[src/rtl/core/tbgr_pkg.sv]
// ----------------------------------------------------------------------------
// tbgr_pkg
// Shared types, codes and the per-button tracking step of the two-button
// gesture recognizer.
// ----------------------------------------------------------------------------
package tbgr_pkg;

    localparam int TIME_W          = 32;
    localparam int EV_W            = 3;
    localparam int ACT_W           = 2;
    localparam int CFG_IDX_W       = 2;
    localparam int QUEUE_DEPTH_DEF = 8;

    // action codes
    localparam logic [ACT_W-1:0] ACT_SAMPLE = 2'd0;
    localparam logic [ACT_W-1:0] ACT_POP    = 2'd1;
    localparam logic [ACT_W-1:0] ACT_CLEAR  = 2'd2;

    // configuration register indexes
    localparam logic [CFG_IDX_W-1:0] CFG_LONG_PRESS = 2'd0;
    localparam logic [CFG_IDX_W-1:0] CFG_CHORD_WIN  = 2'd1;
    localparam logic [CFG_IDX_W-1:0] CFG_DTAP_WIN   = 2'd2;

    localparam logic [TIME_W-1:0] LONG_PRESS_RST = 32'd800;
    localparam logic [TIME_W-1:0] CHORD_WIN_RST  = 32'd80;
    localparam logic [TIME_W-1:0] DTAP_WIN_RST   = 32'd300;

    // event codes
    localparam logic [EV_W-1:0] EV_NONE      = 3'd0;
    localparam logic [EV_W-1:0] EV_SHORT_OFS = 3'd1;
    localparam logic [EV_W-1:0] EV_LONG_OFS  = 3'd2;
    localparam logic [EV_W-1:0] EV_DOUBLE_OFS = 3'd3;
    localparam logic [EV_W-1:0] EV_BASE_FIRST  = 3'd0;
    localparam logic [EV_W-1:0] EV_BASE_SECOND = 3'd3;
    localparam logic [EV_W-1:0] EV_CHORD     = 3'd7;

    typedef struct packed {
        logic              down;
        logic              pend_short;
        logic              pend_second;
        logic              long_rep;
        logic              alone;
        logic [TIME_W-1:0] down_time;
        logic [TIME_W-1:0] rel_time;
    } t_track;

    // new tracking state plus up to two events, in queue order
    typedef struct packed {
        t_track          trk;
        logic            va;
        logic [EV_W-1:0] ea;
        logic            vb;
        logic [EV_W-1:0] eb;
    } t_track_upd;

    function automatic t_track_upd track_step(
        input t_track            t,
        input logic              pressed,
        input logic [TIME_W-1:0] now,
        input logic [TIME_W-1:0] lim,
        input logic [TIME_W-1:0] win,
        input logic [EV_W-1:0]   base
    );
        t_track_upd        r;
        logic [TIME_W-1:0] d_rel;
        logic [TIME_W-1:0] d_down;
        logic              long_due;
        logic              short_due;
        logic              rel_now;
        d_rel  = now - t.rel_time;
        d_down = now - t.down_time;
        r.trk  = t;
        r.va   = 1'b0;
        r.ea   = EV_NONE;
        r.vb   = 1'b0;
        r.eb   = EV_NONE;
        rel_now = 1'b0;
        if (pressed) begin
            if (t.pend_short && (d_rel >= win)) begin
                r.va = 1'b1;
                r.ea = base + EV_SHORT_OFS;
                r.trk.pend_short = 1'b0;
            end
            if (!t.down) begin
                if (r.trk.pend_short) begin
                    r.trk.pend_short  = 1'b0;
                    r.trk.pend_second = 1'b1;
                end
                r.trk.down_time = now;
                r.trk.long_rep  = 1'b0;
                r.trk.alone     = 1'b1;
            end
            // fresh press has zero hold time
            long_due = t.down ? (d_down >= lim) : (lim == '0);
            if (r.trk.alone && !r.trk.long_rep && long_due) begin
                r.trk.long_rep    = 1'b1;
                r.trk.pend_short  = 1'b0;
                r.trk.pend_second = 1'b0;
                r.vb = 1'b1;
                r.eb = base + EV_LONG_OFS;
            end
        end else begin
            if (t.down && t.alone && !t.long_rep && (d_down < lim)) begin
                r.trk.alone = 1'b0;
                if (t.pend_second) begin
                    r.trk.pend_second = 1'b0;
                    r.va = 1'b1;
                    r.ea = base + EV_DOUBLE_OFS;
                end else begin
                    r.trk.pend_short = 1'b1;
                    r.trk.rel_time   = now;
                    rel_now          = 1'b1;
                end
            end
            short_due = rel_now ? (win == '0) : (d_rel >= win);
            if (r.trk.pend_short && short_due) begin
                r.trk.pend_short = 1'b0;
                r.vb = 1'b1;
                r.eb = base + EV_SHORT_OFS;
            end
        end
        r.trk.down = pressed;
        return r;
    endfunction

endpackage

[src/rtl/core/tbgr_in_if.sv]
// ----------------------------------------------------------------------------
// tbgr_in_if
// Input channel: action and timestamped button levels, valid/ready.
// ----------------------------------------------------------------------------
interface tbgr_in_if;
    logic                               valid;
    logic                               ready;
    logic [tbgr_pkg::ACT_W-1:0]         action;
    logic                               first_pressed;
    logic                               second_pressed;
    logic [tbgr_pkg::TIME_W-1:0]        now_ms;

    modport source (
        output valid, action, first_pressed, second_pressed, now_ms,
        input  ready
    );
    modport sink (
        input  valid, action, first_pressed, second_pressed, now_ms,
        output ready
    );
endinterface

[src/rtl/core/tbgr_out_if.sv]
// ----------------------------------------------------------------------------
// tbgr_out_if
// Result channel: popped event and queue status, valid/ready.
// ----------------------------------------------------------------------------
interface tbgr_out_if;
    logic                        valid;
    logic                        ready;
    logic [tbgr_pkg::EV_W-1:0]   event_res;
    logic                        queue_not_empty;

    modport source (
        output valid, event_res, queue_not_empty,
        input  ready
    );
    modport sink (
        input  valid, event_res, queue_not_empty,
        output ready
    );
endinterface

[src/rtl/core/two_button_gesture_recognizer.sv]
// ----------------------------------------------------------------------------
// two_button_gesture_recognizer
// Short/long/double tap per button plus a two-button chord, with events
// buffered in a ring queue held in a synchronous RAM.
// ----------------------------------------------------------------------------
// Usage:
//   i_in carries one action per transfer: a button sample with a timestamp,
//   a pop of one queued event, or a clear of all gesture and queue state.
//   o_out returns exactly one result per input transfer, in order: the popped
//   event (0 when none) and whether events remain queued.
//   Each result is registered in the stage-1 slot and then in the output slot,
//   and can transfer once it sits in the output slot.
//   Throughput is one item per cycle while i_in.ready is high. A sample that
//   queues k events (k up to 4) writes them one per cycle through the single
//   RAM write port, so the input is held off until the rest are written.
//   The configuration port (i_cfg_we, i_cfg_idx, i_cfg_data) writes the hold
//   and window thresholds; write it only while the block is idle.
//   Reset clears the tracking state and queue pointers and reloads the default
//   thresholds. The event RAM is not cleared and needs no sweep: only entries
//   between head and tail are ever read.
//   Two result slots sit between the sides; when both are full because the
//   receiver stalls, i_in.ready drops until a result is taken.
// ----------------------------------------------------------------------------
module two_button_gesture_recognizer #(
    parameter int QUEUE_DEPTH = tbgr_pkg::QUEUE_DEPTH_DEF
) (
    input  logic                             i_clk,
    input  logic                             i_rst_n,
    tbgr_in_if.sink                          i_in,
    tbgr_out_if.source                       o_out,
    input  logic                             i_cfg_we,
    input  logic [tbgr_pkg::CFG_IDX_W-1:0]   i_cfg_idx,
    input  logic [tbgr_pkg::TIME_W-1:0]      i_cfg_data
);

    localparam int AW = (QUEUE_DEPTH > 1) ? $clog2(QUEUE_DEPTH) : 1;
    localparam int TW = tbgr_pkg::TIME_W;
    localparam int EW = tbgr_pkg::EV_W;

    function automatic logic [AW-1:0] ptr_inc(input logic [AW-1:0] p);
        return (p == AW'(QUEUE_DEPTH - 1)) ? '0 : p + AW'(1);
    endfunction

    // configuration
    logic [TW-1:0] r_long_lim, r_chord_win, r_dtap_win;

    // gesture state
    tbgr_pkg::t_track r_trk [2];
    tbgr_pkg::t_track n_trk [2];
    logic             r_chord_active, n_chord_active;
    logic             r_chord_rep, n_chord_rep;
    logic [TW-1:0]    r_chord_start, n_chord_start;

    // queue
    logic [EW-1:0] q_mem [QUEUE_DEPTH];
    logic [AW-1:0] r_head, n_head, r_tail, n_tail;
    logic [EW-1:0] r_rd_data;

    // events still to be written after a multi-event sample
    logic [EW-1:0] r_evq [3];
    logic [EW-1:0] n_evq [3];
    logic [1:0]    r_evn, n_evn;

    // result pipeline
    logic          r_s1_valid, r_s1_mem, r_s1_ne;
    logic          r_out_valid, r_out_ne;
    logic [EW-1:0] r_out_ev;

    logic s2_free, s1_adv, s1_free, acc;
    logic acc_sample, acc_pop, acc_clear, pop_hit;
    logic w_en;
    logic [EW-1:0] w_ev;

    tbgr_pkg::t_track     trk_in [2];
    tbgr_pkg::t_track_upd upd [2];
    logic [TW-1:0]        d_chord;
    logic                 chord_due;
    logic [3:0]           ev_v;
    logic [EW-1:0]        ev_e [4];
    logic [EW-1:0]        ev_list [4];
    logic [2:0]           ev_cnt;

    assign s2_free  = !r_out_valid || o_out.ready;
    assign s1_adv   = r_s1_valid && s2_free;
    assign s1_free  = !r_s1_valid || s2_free;
    assign i_in.ready = (r_evn == 2'd0) && s1_free;
    assign acc      = i_in.valid && i_in.ready;

    assign acc_sample = acc && (i_in.action == tbgr_pkg::ACT_SAMPLE);
    assign acc_pop    = acc && (i_in.action == tbgr_pkg::ACT_POP);
    assign acc_clear  = acc && (i_in.action == tbgr_pkg::ACT_CLEAR);
    assign pop_hit    = acc_pop && (r_head != r_tail);

    // ---------------- gesture evaluation ----------------
    assign d_chord = i_in.now_ms - r_chord_start;

    always_comb begin
        n_chord_active = r_chord_active;
        n_chord_rep    = r_chord_rep;
        n_chord_start  = r_chord_start;
        trk_in[0]      = r_trk[0];
        trk_in[1]      = r_trk[1];
        chord_due      = 1'b0;
        ev_v           = 4'b0000;
        ev_e[0]        = tbgr_pkg::EV_NONE;
        ev_e[1]        = tbgr_pkg::EV_NONE;
        ev_e[2]        = tbgr_pkg::EV_NONE;
        ev_e[3]        = tbgr_pkg::EV_NONE;
        if (!i_in.first_pressed || !i_in.second_pressed) begin
            if (r_chord_active) begin
                // chord ended: tracking restarts from scratch
                n_chord_active = 1'b0;
                n_chord_rep    = 1'b0;
                n_chord_start  = '0;
                trk_in[0]      = '0;
                trk_in[1]      = '0;
            end
        end
        upd[0] = tbgr_pkg::track_step(trk_in[0], i_in.first_pressed, i_in.now_ms,
                                      r_long_lim, r_dtap_win, tbgr_pkg::EV_BASE_FIRST);
        upd[1] = tbgr_pkg::track_step(trk_in[1], i_in.second_pressed, i_in.now_ms,
                                      r_long_lim, r_dtap_win, tbgr_pkg::EV_BASE_SECOND);
        n_trk[0] = upd[0].trk;
        n_trk[1] = upd[1].trk;
        if (i_in.first_pressed && i_in.second_pressed) begin
            n_trk[0] = r_trk[0];
            n_trk[1] = r_trk[1];
            if (!r_chord_active) begin
                n_chord_active = 1'b1;
                n_chord_start  = i_in.now_ms;
                n_trk[0]       = '0;
                n_trk[1]       = '0;
            end
            chord_due = r_chord_active ? (d_chord >= r_chord_win) : (r_chord_win == '0);
            if (!r_chord_rep && chord_due) begin
                n_chord_rep = 1'b1;
                ev_v[0]     = 1'b1;
                ev_e[0]     = tbgr_pkg::EV_CHORD;
            end
        end else begin
            ev_v    = {upd[1].vb, upd[1].va, upd[0].vb, upd[0].va};
            ev_e[0] = upd[0].ea;
            ev_e[1] = upd[0].eb;
            ev_e[2] = upd[1].ea;
            ev_e[3] = upd[1].eb;
        end
    end

    // pack valid events into queue order
    always_comb begin
        ev_cnt = 3'd0;
        for (int i = 0; i < 4; i++) begin
            ev_list[i] = tbgr_pkg::EV_NONE;
        end
        for (int i = 0; i < 4; i++) begin
            if (ev_v[i]) begin
                ev_list[ev_cnt[1:0]] = ev_e[i];
                ev_cnt = ev_cnt + 3'd1;
            end
        end
    end

    // ---------------- queue control ----------------
    assign w_en = (acc_sample && (ev_cnt != 3'd0)) || (r_evn != 2'd0);
    assign w_ev = (r_evn != 2'd0) ? r_evq[0] : ev_list[0];

    always_comb begin
        n_evn  = r_evn;
        n_evq  = r_evq;
        if (r_evn != 2'd0) begin
            n_evn    = r_evn - 2'd1;
            n_evq[0] = r_evq[1];
            n_evq[1] = r_evq[2];
            n_evq[2] = tbgr_pkg::EV_NONE;
        end else if (acc_sample && (ev_cnt != 3'd0)) begin
            n_evn    = 2'(ev_cnt - 3'd1);
            n_evq[0] = ev_list[1];
            n_evq[1] = ev_list[2];
            n_evq[2] = ev_list[3];
        end
    end

    always_comb begin
        n_head = r_head;
        n_tail = r_tail;
        if (w_en) begin
            n_tail = ptr_inc(r_tail);
            // full: drop the oldest entry
            if (ptr_inc(r_tail) == r_head) begin
                n_head = ptr_inc(r_head);
            end
        end else if (pop_hit) begin
            n_head = ptr_inc(r_head);
        end else if (acc_clear) begin
            n_head = '0;
            n_tail = '0;
        end
    end

    always_ff @(posedge i_clk) begin
        if (w_en) begin
            q_mem[r_tail] <= w_ev;
        end
    end

    always_ff @(posedge i_clk) begin
        if (pop_hit) begin
            r_rd_data <= q_mem[r_head];
        end
    end

    // ---------------- state registers ----------------
    always_ff @(posedge i_clk) begin
        if (!i_rst_n) begin
            r_long_lim  <= tbgr_pkg::LONG_PRESS_RST;
            r_chord_win <= tbgr_pkg::CHORD_WIN_RST;
            r_dtap_win  <= tbgr_pkg::DTAP_WIN_RST;
        end else if (i_cfg_we) begin
            case (i_cfg_idx)
                tbgr_pkg::CFG_LONG_PRESS: r_long_lim  <= i_cfg_data;
                tbgr_pkg::CFG_CHORD_WIN:  r_chord_win <= i_cfg_data;
                tbgr_pkg::CFG_DTAP_WIN:   r_dtap_win  <= i_cfg_data;
                default: ;
            endcase
        end
    end

    always_ff @(posedge i_clk) begin
        if (!i_rst_n || acc_clear) begin
            r_trk[0]       <= '0;
            r_trk[1]       <= '0;
            r_chord_active <= 1'b0;
            r_chord_rep    <= 1'b0;
            r_chord_start  <= '0;
        end else if (acc_sample) begin
            r_trk[0]       <= n_trk[0];
            r_trk[1]       <= n_trk[1];
            r_chord_active <= n_chord_active;
            r_chord_rep    <= n_chord_rep;
            r_chord_start  <= n_chord_start;
        end
    end

    always_ff @(posedge i_clk) begin
        if (!i_rst_n) begin
            r_head <= '0;
            r_tail <= '0;
            r_evn  <= 2'd0;
        end else begin
            r_head <= n_head;
            r_tail <= n_tail;
            r_evn  <= n_evn;
        end
    end

    always_ff @(posedge i_clk) begin
        r_evq <= n_evq;
    end

    // ---------------- result pipeline ----------------
    always_ff @(posedge i_clk) begin
        if (!i_rst_n) begin
            r_s1_valid  <= 1'b0;
            r_out_valid <= 1'b0;
        end else begin
            if (acc) begin
                r_s1_valid <= 1'b1;
            end else if (s1_adv) begin
                r_s1_valid <= 1'b0;
            end
            if (s1_adv) begin
                r_out_valid <= 1'b1;
            end else if (o_out.ready) begin
                r_out_valid <= 1'b0;
            end
        end
    end

    always_ff @(posedge i_clk) begin
        if (acc) begin
            r_s1_mem <= pop_hit;
            r_s1_ne  <= (n_head != n_tail);
        end
        if (s1_adv) begin
            r_out_ev <= r_s1_mem ? r_rd_data : tbgr_pkg::EV_NONE;
            r_out_ne <= r_s1_ne;
        end
    end

    assign o_out.valid           = r_out_valid;
    assign o_out.event_res       = r_out_ev;
    assign o_out.queue_not_empty = r_out_ne;

    // ---------------- assertions ----------------
    a_push_nonempty: assert property (@(posedge i_clk) disable iff (!i_rst_n)
        w_en |=> (r_head != r_tail))
        else $error("queue empty right after an event write");

    a_pop_data_real: assert property (@(posedge i_clk) disable iff (!i_rst_n)
        (r_s1_valid && r_s1_mem) |-> (r_rd_data != tbgr_pkg::EV_NONE))
        else $error("pop returned an empty event code");

    a_chord_clears_tracks: assert property (@(posedge i_clk) disable iff (!i_rst_n)
        r_chord_active |-> (!r_trk[0].down && !r_trk[1].down))
        else $error("button tracking active during chord");

    a_drain_follows_write: assert property (@(posedge i_clk) disable iff (!i_rst_n)
        (r_evn != 2'd0) |-> $past(w_en))
        else $error("pending event writes without a preceding write");

endmodule

[src/flat_wrapper.sv]
// flat-port wrapper written by rule: the top's interface ports become plain ports
module two_button_gesture_recognizer_flat 
#(
    parameter int QUEUE_DEPTH = tbgr_pkg::QUEUE_DEPTH_DEF
)
  (i_clk, i_rst_n, i_cfg_we, i_cfg_idx, i_cfg_data, i_in_valid, i_in_action, i_in_first_pressed, i_in_second_pressed, i_in_now_ms, i_in_ready, o_out_valid, o_out_event_res, o_out_queue_not_empty, o_out_ready);
  tbgr_in_if i_in_i ();
  tbgr_out_if o_out_i ();
  input  logic i_clk;
  input  logic i_rst_n;
  input  logic i_cfg_we;
  input  logic [tbgr_pkg::CFG_IDX_W-1:0] i_cfg_idx;
  input  logic [tbgr_pkg::TIME_W-1:0] i_cfg_data;
  input wire logic [$bits(i_in_i.valid)-1:0] i_in_valid;
  input wire logic [$bits(i_in_i.action)-1:0] i_in_action;
  input wire logic [$bits(i_in_i.first_pressed)-1:0] i_in_first_pressed;
  input wire logic [$bits(i_in_i.second_pressed)-1:0] i_in_second_pressed;
  input wire logic [$bits(i_in_i.now_ms)-1:0] i_in_now_ms;
  output wire logic [$bits(i_in_i.ready)-1:0] i_in_ready;
  output wire logic [$bits(o_out_i.valid)-1:0] o_out_valid;
  output wire logic [$bits(o_out_i.event_res)-1:0] o_out_event_res;
  output wire logic [$bits(o_out_i.queue_not_empty)-1:0] o_out_queue_not_empty;
  input wire logic [$bits(o_out_i.ready)-1:0] o_out_ready;
  assign i_in_i.valid = i_in_valid;
  assign i_in_i.action = i_in_action;
  assign i_in_i.first_pressed = i_in_first_pressed;
  assign i_in_i.second_pressed = i_in_second_pressed;
  assign i_in_i.now_ms = i_in_now_ms;
  assign i_in_ready = i_in_i.ready;
  assign o_out_valid = o_out_i.valid;
  assign o_out_event_res = o_out_i.event_res;
  assign o_out_queue_not_empty = o_out_i.queue_not_empty;
  assign o_out_i.ready = o_out_ready;
  two_button_gesture_recognizer #(.QUEUE_DEPTH(QUEUE_DEPTH)) u_core (.i_clk(i_clk), .i_rst_n(i_rst_n), .i_in(i_in_i), .o_out(o_out_i), .i_cfg_we(i_cfg_we), .i_cfg_idx(i_cfg_idx), .i_cfg_data(i_cfg_data));
endmodule
[config.mk]
export PLATFORM = sky130hd
export DESIGN_NAME = two_button_gesture_recognizer_flat
export DESIGN_NICKNAME = d
export VERILOG_FILES = /design/src/rtl/core/tbgr_pkg.sv /design/src/rtl/core/tbgr_in_if.sv /design/src/rtl/core/tbgr_out_if.sv /design/src/rtl/core/two_button_gesture_recognizer.sv /design/src/flat_wrapper.sv
export SDC_FILE = /design/constraint.sdc
export NUM_CORES = 1
export LEC_CHECK = 0
export BUFFER_PORTS_ARGS = -buffer_cell sky130_fd_sc_hd__buf_4
export CAP_MARGIN = 20
export CORE_MARGIN = 5
export CORE_UTILIZATION = 50
export CTS_CLUSTER_DIAMETER = 50
export DETAILED_ROUTE_END_ITERATION = 10
export PLACE_DENSITY = 0.66
export SLEW_MARGIN = 10
export SYNTH_ARGS = -nofsm -noshare
export SYNTH_HDL_FRONTEND = slang
export SYNTH_SLANG_ARGS = --single-unit
[constraint.sdc]
create_clock -name i_clk -period 28.4 [get_ports i_clk]
set_input_delay 7.1 -clock i_clk [delete_from_list [all_inputs] [get_ports i_clk]]
set_output_delay 7.1 -clock i_clk [all_outputs]
set_load 0.05 [all_outputs]
==> summary.md, run 1 <==
| Metric | Value |
|---|---|
| Async SR Flop Fraction | `0%` |
| R2R Path Start | `u_core.r_chord_active` |
| Mapped Area | `about 0.026 mm^2` |
| R2R setup slack | `~17 ns` |
| Setup-failing EPs final | `0` |
| DR DRC count | `0` |
| Post-route clock period utilization | `about 60%` |
| Final net count | `around 3500` |
| Die area | `0.0557 mm^2` |
| Vias in the first global route | `~22000` |
| CTS tree | `built` |
| Share of cells above drive strength 1 | `approximately 7.7%` |
| Pleak | `between 10 and 15 nW` |
| DR vias | `roughly 23000` |
| Pin count of the biggest net entering global routing | `approximately 110` |
| Via density | `5.94` |
| Setup bufs post-CTS | `0` |
| DRT Wirelength | `roughly 74 mm` |
| Ys flop type | `edfxtp_1` |
| Share of the synthesized area in the top cell type | `a little over a fifth` |
| Syn nets | `3485` |
| Seq/Total Area, Yosys | `about a third` |
| First-pass GRT wire length | `between 100 and 150 mm` |
| Clock Sinks | `320` |
| Worst-margin pin slew | `1.11 ns` |
| Total grt overflow | `0` |
| DR WL/cell | `19.3 um` |
| Unique masters post-synth | `a little over 90` |
| Die Y | `~240 um` |
| Syn avg cell area | `about 8.3 um^2` |
| Worst Skew | `0.0326 ns` |
| Clock Tree Buf Depth | `3` |
| Top cell by count, worst path | `ha_1` |
| Post-CTS Resized | `0` |
| Routed Antenna Nets | `0` |
| Worst Hold Class | `flop to flop` |
| CTS buffer count | `47` |
| Worst setup SP type | `primary input` |
| Max-Cap Viols | `0` |
| Status | `completed` |
| Die W | `roughly 240 um` |
| Crit path DAT | `17.58 ns` |
| CP endpoint kind | `flop` |
| Multi-input logic area | `between 0.015 and 0.02 mm^2` |
| Overall Global Routing Usage | `approximately 25%` |
| Setup TNS | `0 ns` |
| Hold Crit Endpoint | `u_core.r_evq[1]` |
| Iteration count of the initial detailed-routing pass | `6` |
| # hold bufs at CTS | `0` |
| #FFs+latches synth | `320` |
| VDD IR max | `around 0.040 mV` |
| Hold Slack | `0.452 ns` |
| Final Critical Period | `about 17 ns` |
| Starting Density | `about half` |
| Yosys warns | `0` |
| Clk root buf | `clkbuf_16` |
| Core area | `between 0.05 and 0.06 mm^2` |
| Worst skew pair latency | `0.59 ns` |
| Hold path cells | `2` |
| WS Path Type | `primary input to flop` |
| Crit path max-delay cell type | `a21bo_4` |
| Main area contributors after synthesis | `edfxtp_1 21%, ha_1 16%, dfxtp_1 11%` |
| Yosys top cell by area | `edfxtp_1` |
| Layout filler cell count | `between 4000 and 5000` |
| RD Place Congestion | `0.963` |
| Synth-to-Final Area Change | `11.0%` |
| N_diodes | `0` |
| RSZ-0062 raised after global routing | `false` |
| Hold path start | `u_core.r_evq[1]` |
| Crit path max fanout | `57` |
| Syn Inst Count | `3089` |
| Antenna violations before repair | `0` |
| H-tree depth | `2` |
| Fmax | `between 50 and 60 MHz` |
| CP Data Required Time | `around 29 ns` |
| EDFF count, synth | `177` |
| PwrDens | `roughly 55 mW/mm^2` |
| Slew HR | `~25%` |
| Worst Reg-to-Reg Cells | `40` |
| Core Rows | `82` |
| Most frequent cells in the layout | `512 x nand2_1, 317 x ha_1, 269 x a21oi_1, 249 x nor2_1, 192 x inv_1` |
| Initial drt markers | `roughly 1900` |
| Max-slew violation count | `0` |
| Commonest non-fill, non-tap cell in the layout | `nand2_1` |
| Final hold violations | `0` |
| IO buf count | `80` |
| Post-detail-place hpwl | `55.3 mm` |
| Slowest stage delay, CP | `around 0.67 ns` |
| Clock-pin slew of the registers on the worst-case setup and hold paths | `~0.06 ns` |
| FF+latch area | `about 0.0082 mm^2` |
| Ports | `between 80 and 90` |
| R2r endpoint | `u_core.r_s1_ne` |
-- flip-flops by register name, summed over array words and instances, names as in the netlist, 9 cells and up --
| name | flops |
|---|---|
| u_core.r_trk | 138 |
| u_core.r_chord_start | 32 |
| u_core.r_chord_win | 32 |
| u_core.r_dtap_win | 32 |
| u_core.r_long_lim | 32 |
| u_core.q_mem | 24 |
| u_core.r_evq | 9 |
-- routing by layer --
metal,share of wire [%],global-route usage [%],vias up
met1,46,35.4,10800
met3,7.5,4.36,123
met5,0,0,-
li1,-,-,11100
met4,3.0,8.09,0
met2,44,40.0,704
-- through the flow --
step	instances	area (um^2)	utilization [%]	power, mW	setup slack, ns
floorplan	3089	25500	-	0.856	12.36
global placement	3741	26700	53.1	0.957	10.87
detailed placement	3741	26700	53.1	0.972	10.68
CTS	3828	28300	56.2	1.57	11.26
global route	3829	28300	56.2	1.65	10.13
finish	3829	28300	56.2	1.57	11.16
-- logic make-up after synthesis --
family,share of synthesized area [%]
flip-flops,32.0
AND/OR/NAND/NOR,20.7
adder cells (fa/ha/maj),15.9
multiplexers,1.14
XOR/XNOR,5.21
buffers and inverters,4.68
AO/OA/AOI/OAI,20.4
-- critical path, delay by kind of cell --
| family | cells | cell delay [ns] |
|---|---|---|
| adder cells (fa/ha/maj) | 5 | 1.68 |
| buffers and inverters | 4 | 0.98 |
| multiplexers | 1 | 0.34 |
| AO/OA/AOI/OAI | 20 | 5.51 |
| AND/OR/NAND/NOR | 7 | 1.20 |
| XOR/XNOR | 3 | 0.72 |
-- report_power, final --
| group | internal, mW | leakage [nW] | switching (mW) | total (mW) |
|---|---|---|---|---|
| logic | 0.183 | 7.31 | 0.262 | 0.446 |
| clock network | 0.360 | 0.767 | 0.236 | 0.596 |
| registers | 0.513 | 2.99 | 0.0127 | 0.525 |
| total | 1.06 | 11.1 | 0.512 | 1.57 |
-- final cells by class --
cell class	instances	area share, %
clock buffers	56	4.46
clock inverters	31	1.15
inverters	193	2.56
multi-input cells	2454	57.3
flip-flops and latches	320	28.9
well taps	672	2.97
repair buffers	103	2.74
-- Yosys cell counts (all sizes together), types with 8 or more instances --
cell     count
xor2        50
nor2       250
or2         12
inv        192
and2        23
a22oi       33
a31oi       22
nand2      512
edfxtp     177
clkbuf     101
ha         317
and3        22
o21a        35
buf         21
o2111ai     14
a21o        65
nor3        47
a21boi      96
a21oi      272
o21ai       98
nand2b      28
o31ai       26
o21bai      15
nor2b       36
nand4       39
nor4        29
o211ai      26
xnor2      102
nand3      129
or3         19
dfxtp      143
mux2i        8
a211oi      19
-- worst max path at each step --
stage,start,to,slack [ns]
6_report,i_in_second_pressed,u_core.r_s1_ne,11.16
5_1_grt,i_in_second_pressed,u_core.r_s1_ne,10.13
4_1_cts,i_in_second_pressed,u_core.r_s1_ne,11.26
3_5_place_dp,i_in_second_pressed,u_core.r_s1_ne,10.68
3_3_place_gp,i_in_second_pressed,u_core.r_s1_ne,10.87
2_1_floorplan,i_in_first_pressed,u_core.r_s1_ne,12.36
No activity file was read; power rests on OpenSTA's default activity.
==> run 2, diff against run 1 <==
- PLACE_DENSITY: 0.66 -> 0.69
- clock period: 28.4 -> 15.2 ns (I/O delays scaled with it)
==> run 2 against run 1 <==
Sequential share of layout area stayed put. Register-to-register slack got worse by 13 ns. First-iteration DRC count rose by 19%. Flip-flop and latch count did not move. Largest cell class unchanged. Clock skew fell by 0.017 ns. Via count increased by 0.69%. Routed wire length is 0.18% lower. Combinational power grew 88%.
==> summary.md, run 2 (synthesis gave the netlist of run 1 again) <==
| Metric | Value |
|---|---|
| H-tree depth | `2 (unchanged)` |
| PwrDens | `103 mW/mm^2 (+87%)` |
| N_diodes | `0 (unchanged)` |
| Worst Hold Class | `flop to flop` |
| Post-CTS Resized | `0 (unchanged)` |
| CTS buffer count | `46 (-2.1%)` |
| Overall Global Routing Usage | `25.4% (+0.076 points)` |
| Layout filler cell count | `4563 (-2.1%)` |
| Clock Sinks | `320 (unchanged)` |
| Final Critical Period | `approximately 14 ns` |
| Core area | `0.0504 mm^2 (unchanged)` |
| Synth-to-Final Area Change | `11.0% (unchanged)` |
| Cell count after placement | `3743 (+0.053%)` |
| Status | `completed` |
| Crit path max-delay cell type | `o21ai_0` |
| CTS tree | `built` |
| Crit path max fanout | `31 (-46%)` |
| Routed Antenna Nets | `0 (unchanged)` |
| First-pass GRT wire length | `116 mm (+1.2%)` |
| Crit path DAT | `13.91 ns (-3.67 ns)` |
| DR vias | `22900 (+0.69%)` |
| Starting Density | `50.7% (unchanged)` |
| DR DRC count | `0 (unchanged)` |
| Total grt overflow | `0 (unchanged)` |
| Via density | `5.98 (+0.69%)` |
| Total power | `2.92 mW (+87%)` |
| Worst Skew | `0.0157 ns (-0.0169 ns)` |
| WS Path Type | `primary input to flop` |
| Die area | `0.0557 mm^2 (unchanged)` |
| Hold Slack | `0.462 ns (+0.0105 ns)` |
| Iteration count of the initial detailed-routing pass | `6 (unchanged)` |
| Register with the most flip-flops | `u_core.r_trk` |
| Setup bufs post-CTS | `0 (unchanged)` |
| Setup-failing EPs final | `0 (unchanged)` |
| Initial drt markers | `2199 (+19%)` |
| VDD IR max | `0.0730 mV (+83%)` |
| Worst skew pair latency | `0.59 ns (about the same)` |
| Clock-pin slew of the registers on the worst-case setup and hold paths | `0.06 ns (about the same)` |
| Fmax | `roughly 74 MHz` |
| Clock Tree Buf Depth | `3 (unchanged)` |
| IO buf count | `80 (unchanged)` |
| RSZ-0062 raised after global routing | `false` |
| Most frequent cells in the layout | `512 x nand2_1, 317 x ha_1, 269 x a21oi_1, 249 x nor2_1, 192 x inv_1` |
| Ports | `81 (unchanged)` |
| # hold bufs at CTS | `0 (unchanged)` |
| Antenna violations before repair | `1 (+1)` |
| Max-slew violation count | `0 (unchanged)` |
| Die Y | `236 um (unchanged)` |
| Pleak | `11.1 nW (+0.18%)` |
| Design Area, Final | `0.0283 mm^2 (unchanged)` |
| Worst-margin pin slew | `1.15 ns (+0.0433 ns)` |
| Clk root buf | `clkbuf_16` |
| Core Rows | `82 (unchanged)` |
| CP Data Required Time | `15.54 ns (-13.20 ns)` |
| Slew HR | `23.0% (-2.4 points)` |
| Placed Area | `0.0268 mm^2 (about the same)` |
| Setup TNS | `0 ns (unchanged)` |
| Vias in the first global route | `22000 (+1.0%)` |
| Pin count of the biggest net entering global routing | `124 (+16%)` |
| Post-detail-place hpwl | `56.1 mm (+1.3%)` |
| Worst setup SP type | `primary input` |
| Commonest non-fill, non-tap cell in the layout | `nand2_1` |
| Die W | `236 um (unchanged)` |
| Slowest stage delay, CP | `0.69 ns (+0.02 ns)` |
| DR WL/cell | `19.2 um (-0.18%)` |
| RD Place Congestion | `0.971 (+0.90%)` |
| DRT Wirelength | `73.6 mm (-0.18%)` |
| Post-route clock period utilization | `slightly below 90%` |
| Largest register FFs | `138 (unchanged)` |
| Share of cells above drive strength 1 | `7.63% (-0.032 points)` |
| Post-Layout Cell Count | `3829 (unchanged)` |
| Final net count | `3516 (+0.028%)` |
| Max-Cap Viols | `0 (unchanged)` |
| Final hold violations | `0 (unchanged)` |
| CP endpoint kind | `flop` |
run 2: changes by cell type in the layout (fill, tap and decap cells not counted), moves of 2 or more:
cell	previous run	this run
clkinv_2	3	6
inv_4	4	1
clkbuf_16	49	47
clkinvlp_4	6	2
inv_6	9	7
clkinv_8	0	2
clkbuf_8	1	5
run 2: critical path, delay by kind of cell:
kind / cells / cell delay, ns
AO/OA/AOI/OAI: 21 / 5.75
adder cells (fa/ha/maj): 5 / 1.56
AND/OR/NAND/NOR: 6 / 1.18
XOR/XNOR: 3 / 0.84
buffers and inverters: 3 / 0.40
multiplexers: 1 / 0.35
run 2: final cells by class:
class	instances	area [um^2]	share of cell area (%)
Multi-Input combinational cell	2454	16200	57.3
Sequential cell	320	8180	28.9
Clock buffer	58	1270	4.47
Tap cell	672	841	2.97
Timing Repair Buffer	105	798	2.82
Inverter	193	724	2.56
Clock inverter	27	304	1.07
run 2: through the flow:
stage	setup slack, ns	utilization, %
finish	1.63	56.2
global route	0.983	56.2
CTS	1.88	56.2
detailed placement	1.27	53.1
global placement	1.53	53.1
floorplan	2.46	-
run 2: final timing paths:
check,slack (ns),endpoint,cells after the start,startpoint
min reg2reg,0.46,u_core.r_evq[1],2,u_core.r_evq[1]
min,0.46,u_core.r_evq[1],2,u_core.r_evq[1]
max reg2reg,4.49,u_core.r_s1_ne,39,u_core.r_chord_active
max,1.63,u_core.r_s1_ne,39,i_in_second_pressed
run 2: routing by layer:
metal / GRT usage, % / part of all wire, %
met1: 34.7 / 45
met2: 41.3 / 45
met3: 3.78 / 6.9
met4: 8.66 / 3.7
met5: 0 / 0.018
run 2: report_power, final:
part           leakage, nW  total (mW)  internal (mW)  switching [mW]
sequential            2.99       0.984          0.958          0.0258
clock                0.772        1.10          0.668           0.432
combinational         7.32       0.839          0.343           0.496
total                 11.1        2.92           1.97           0.954
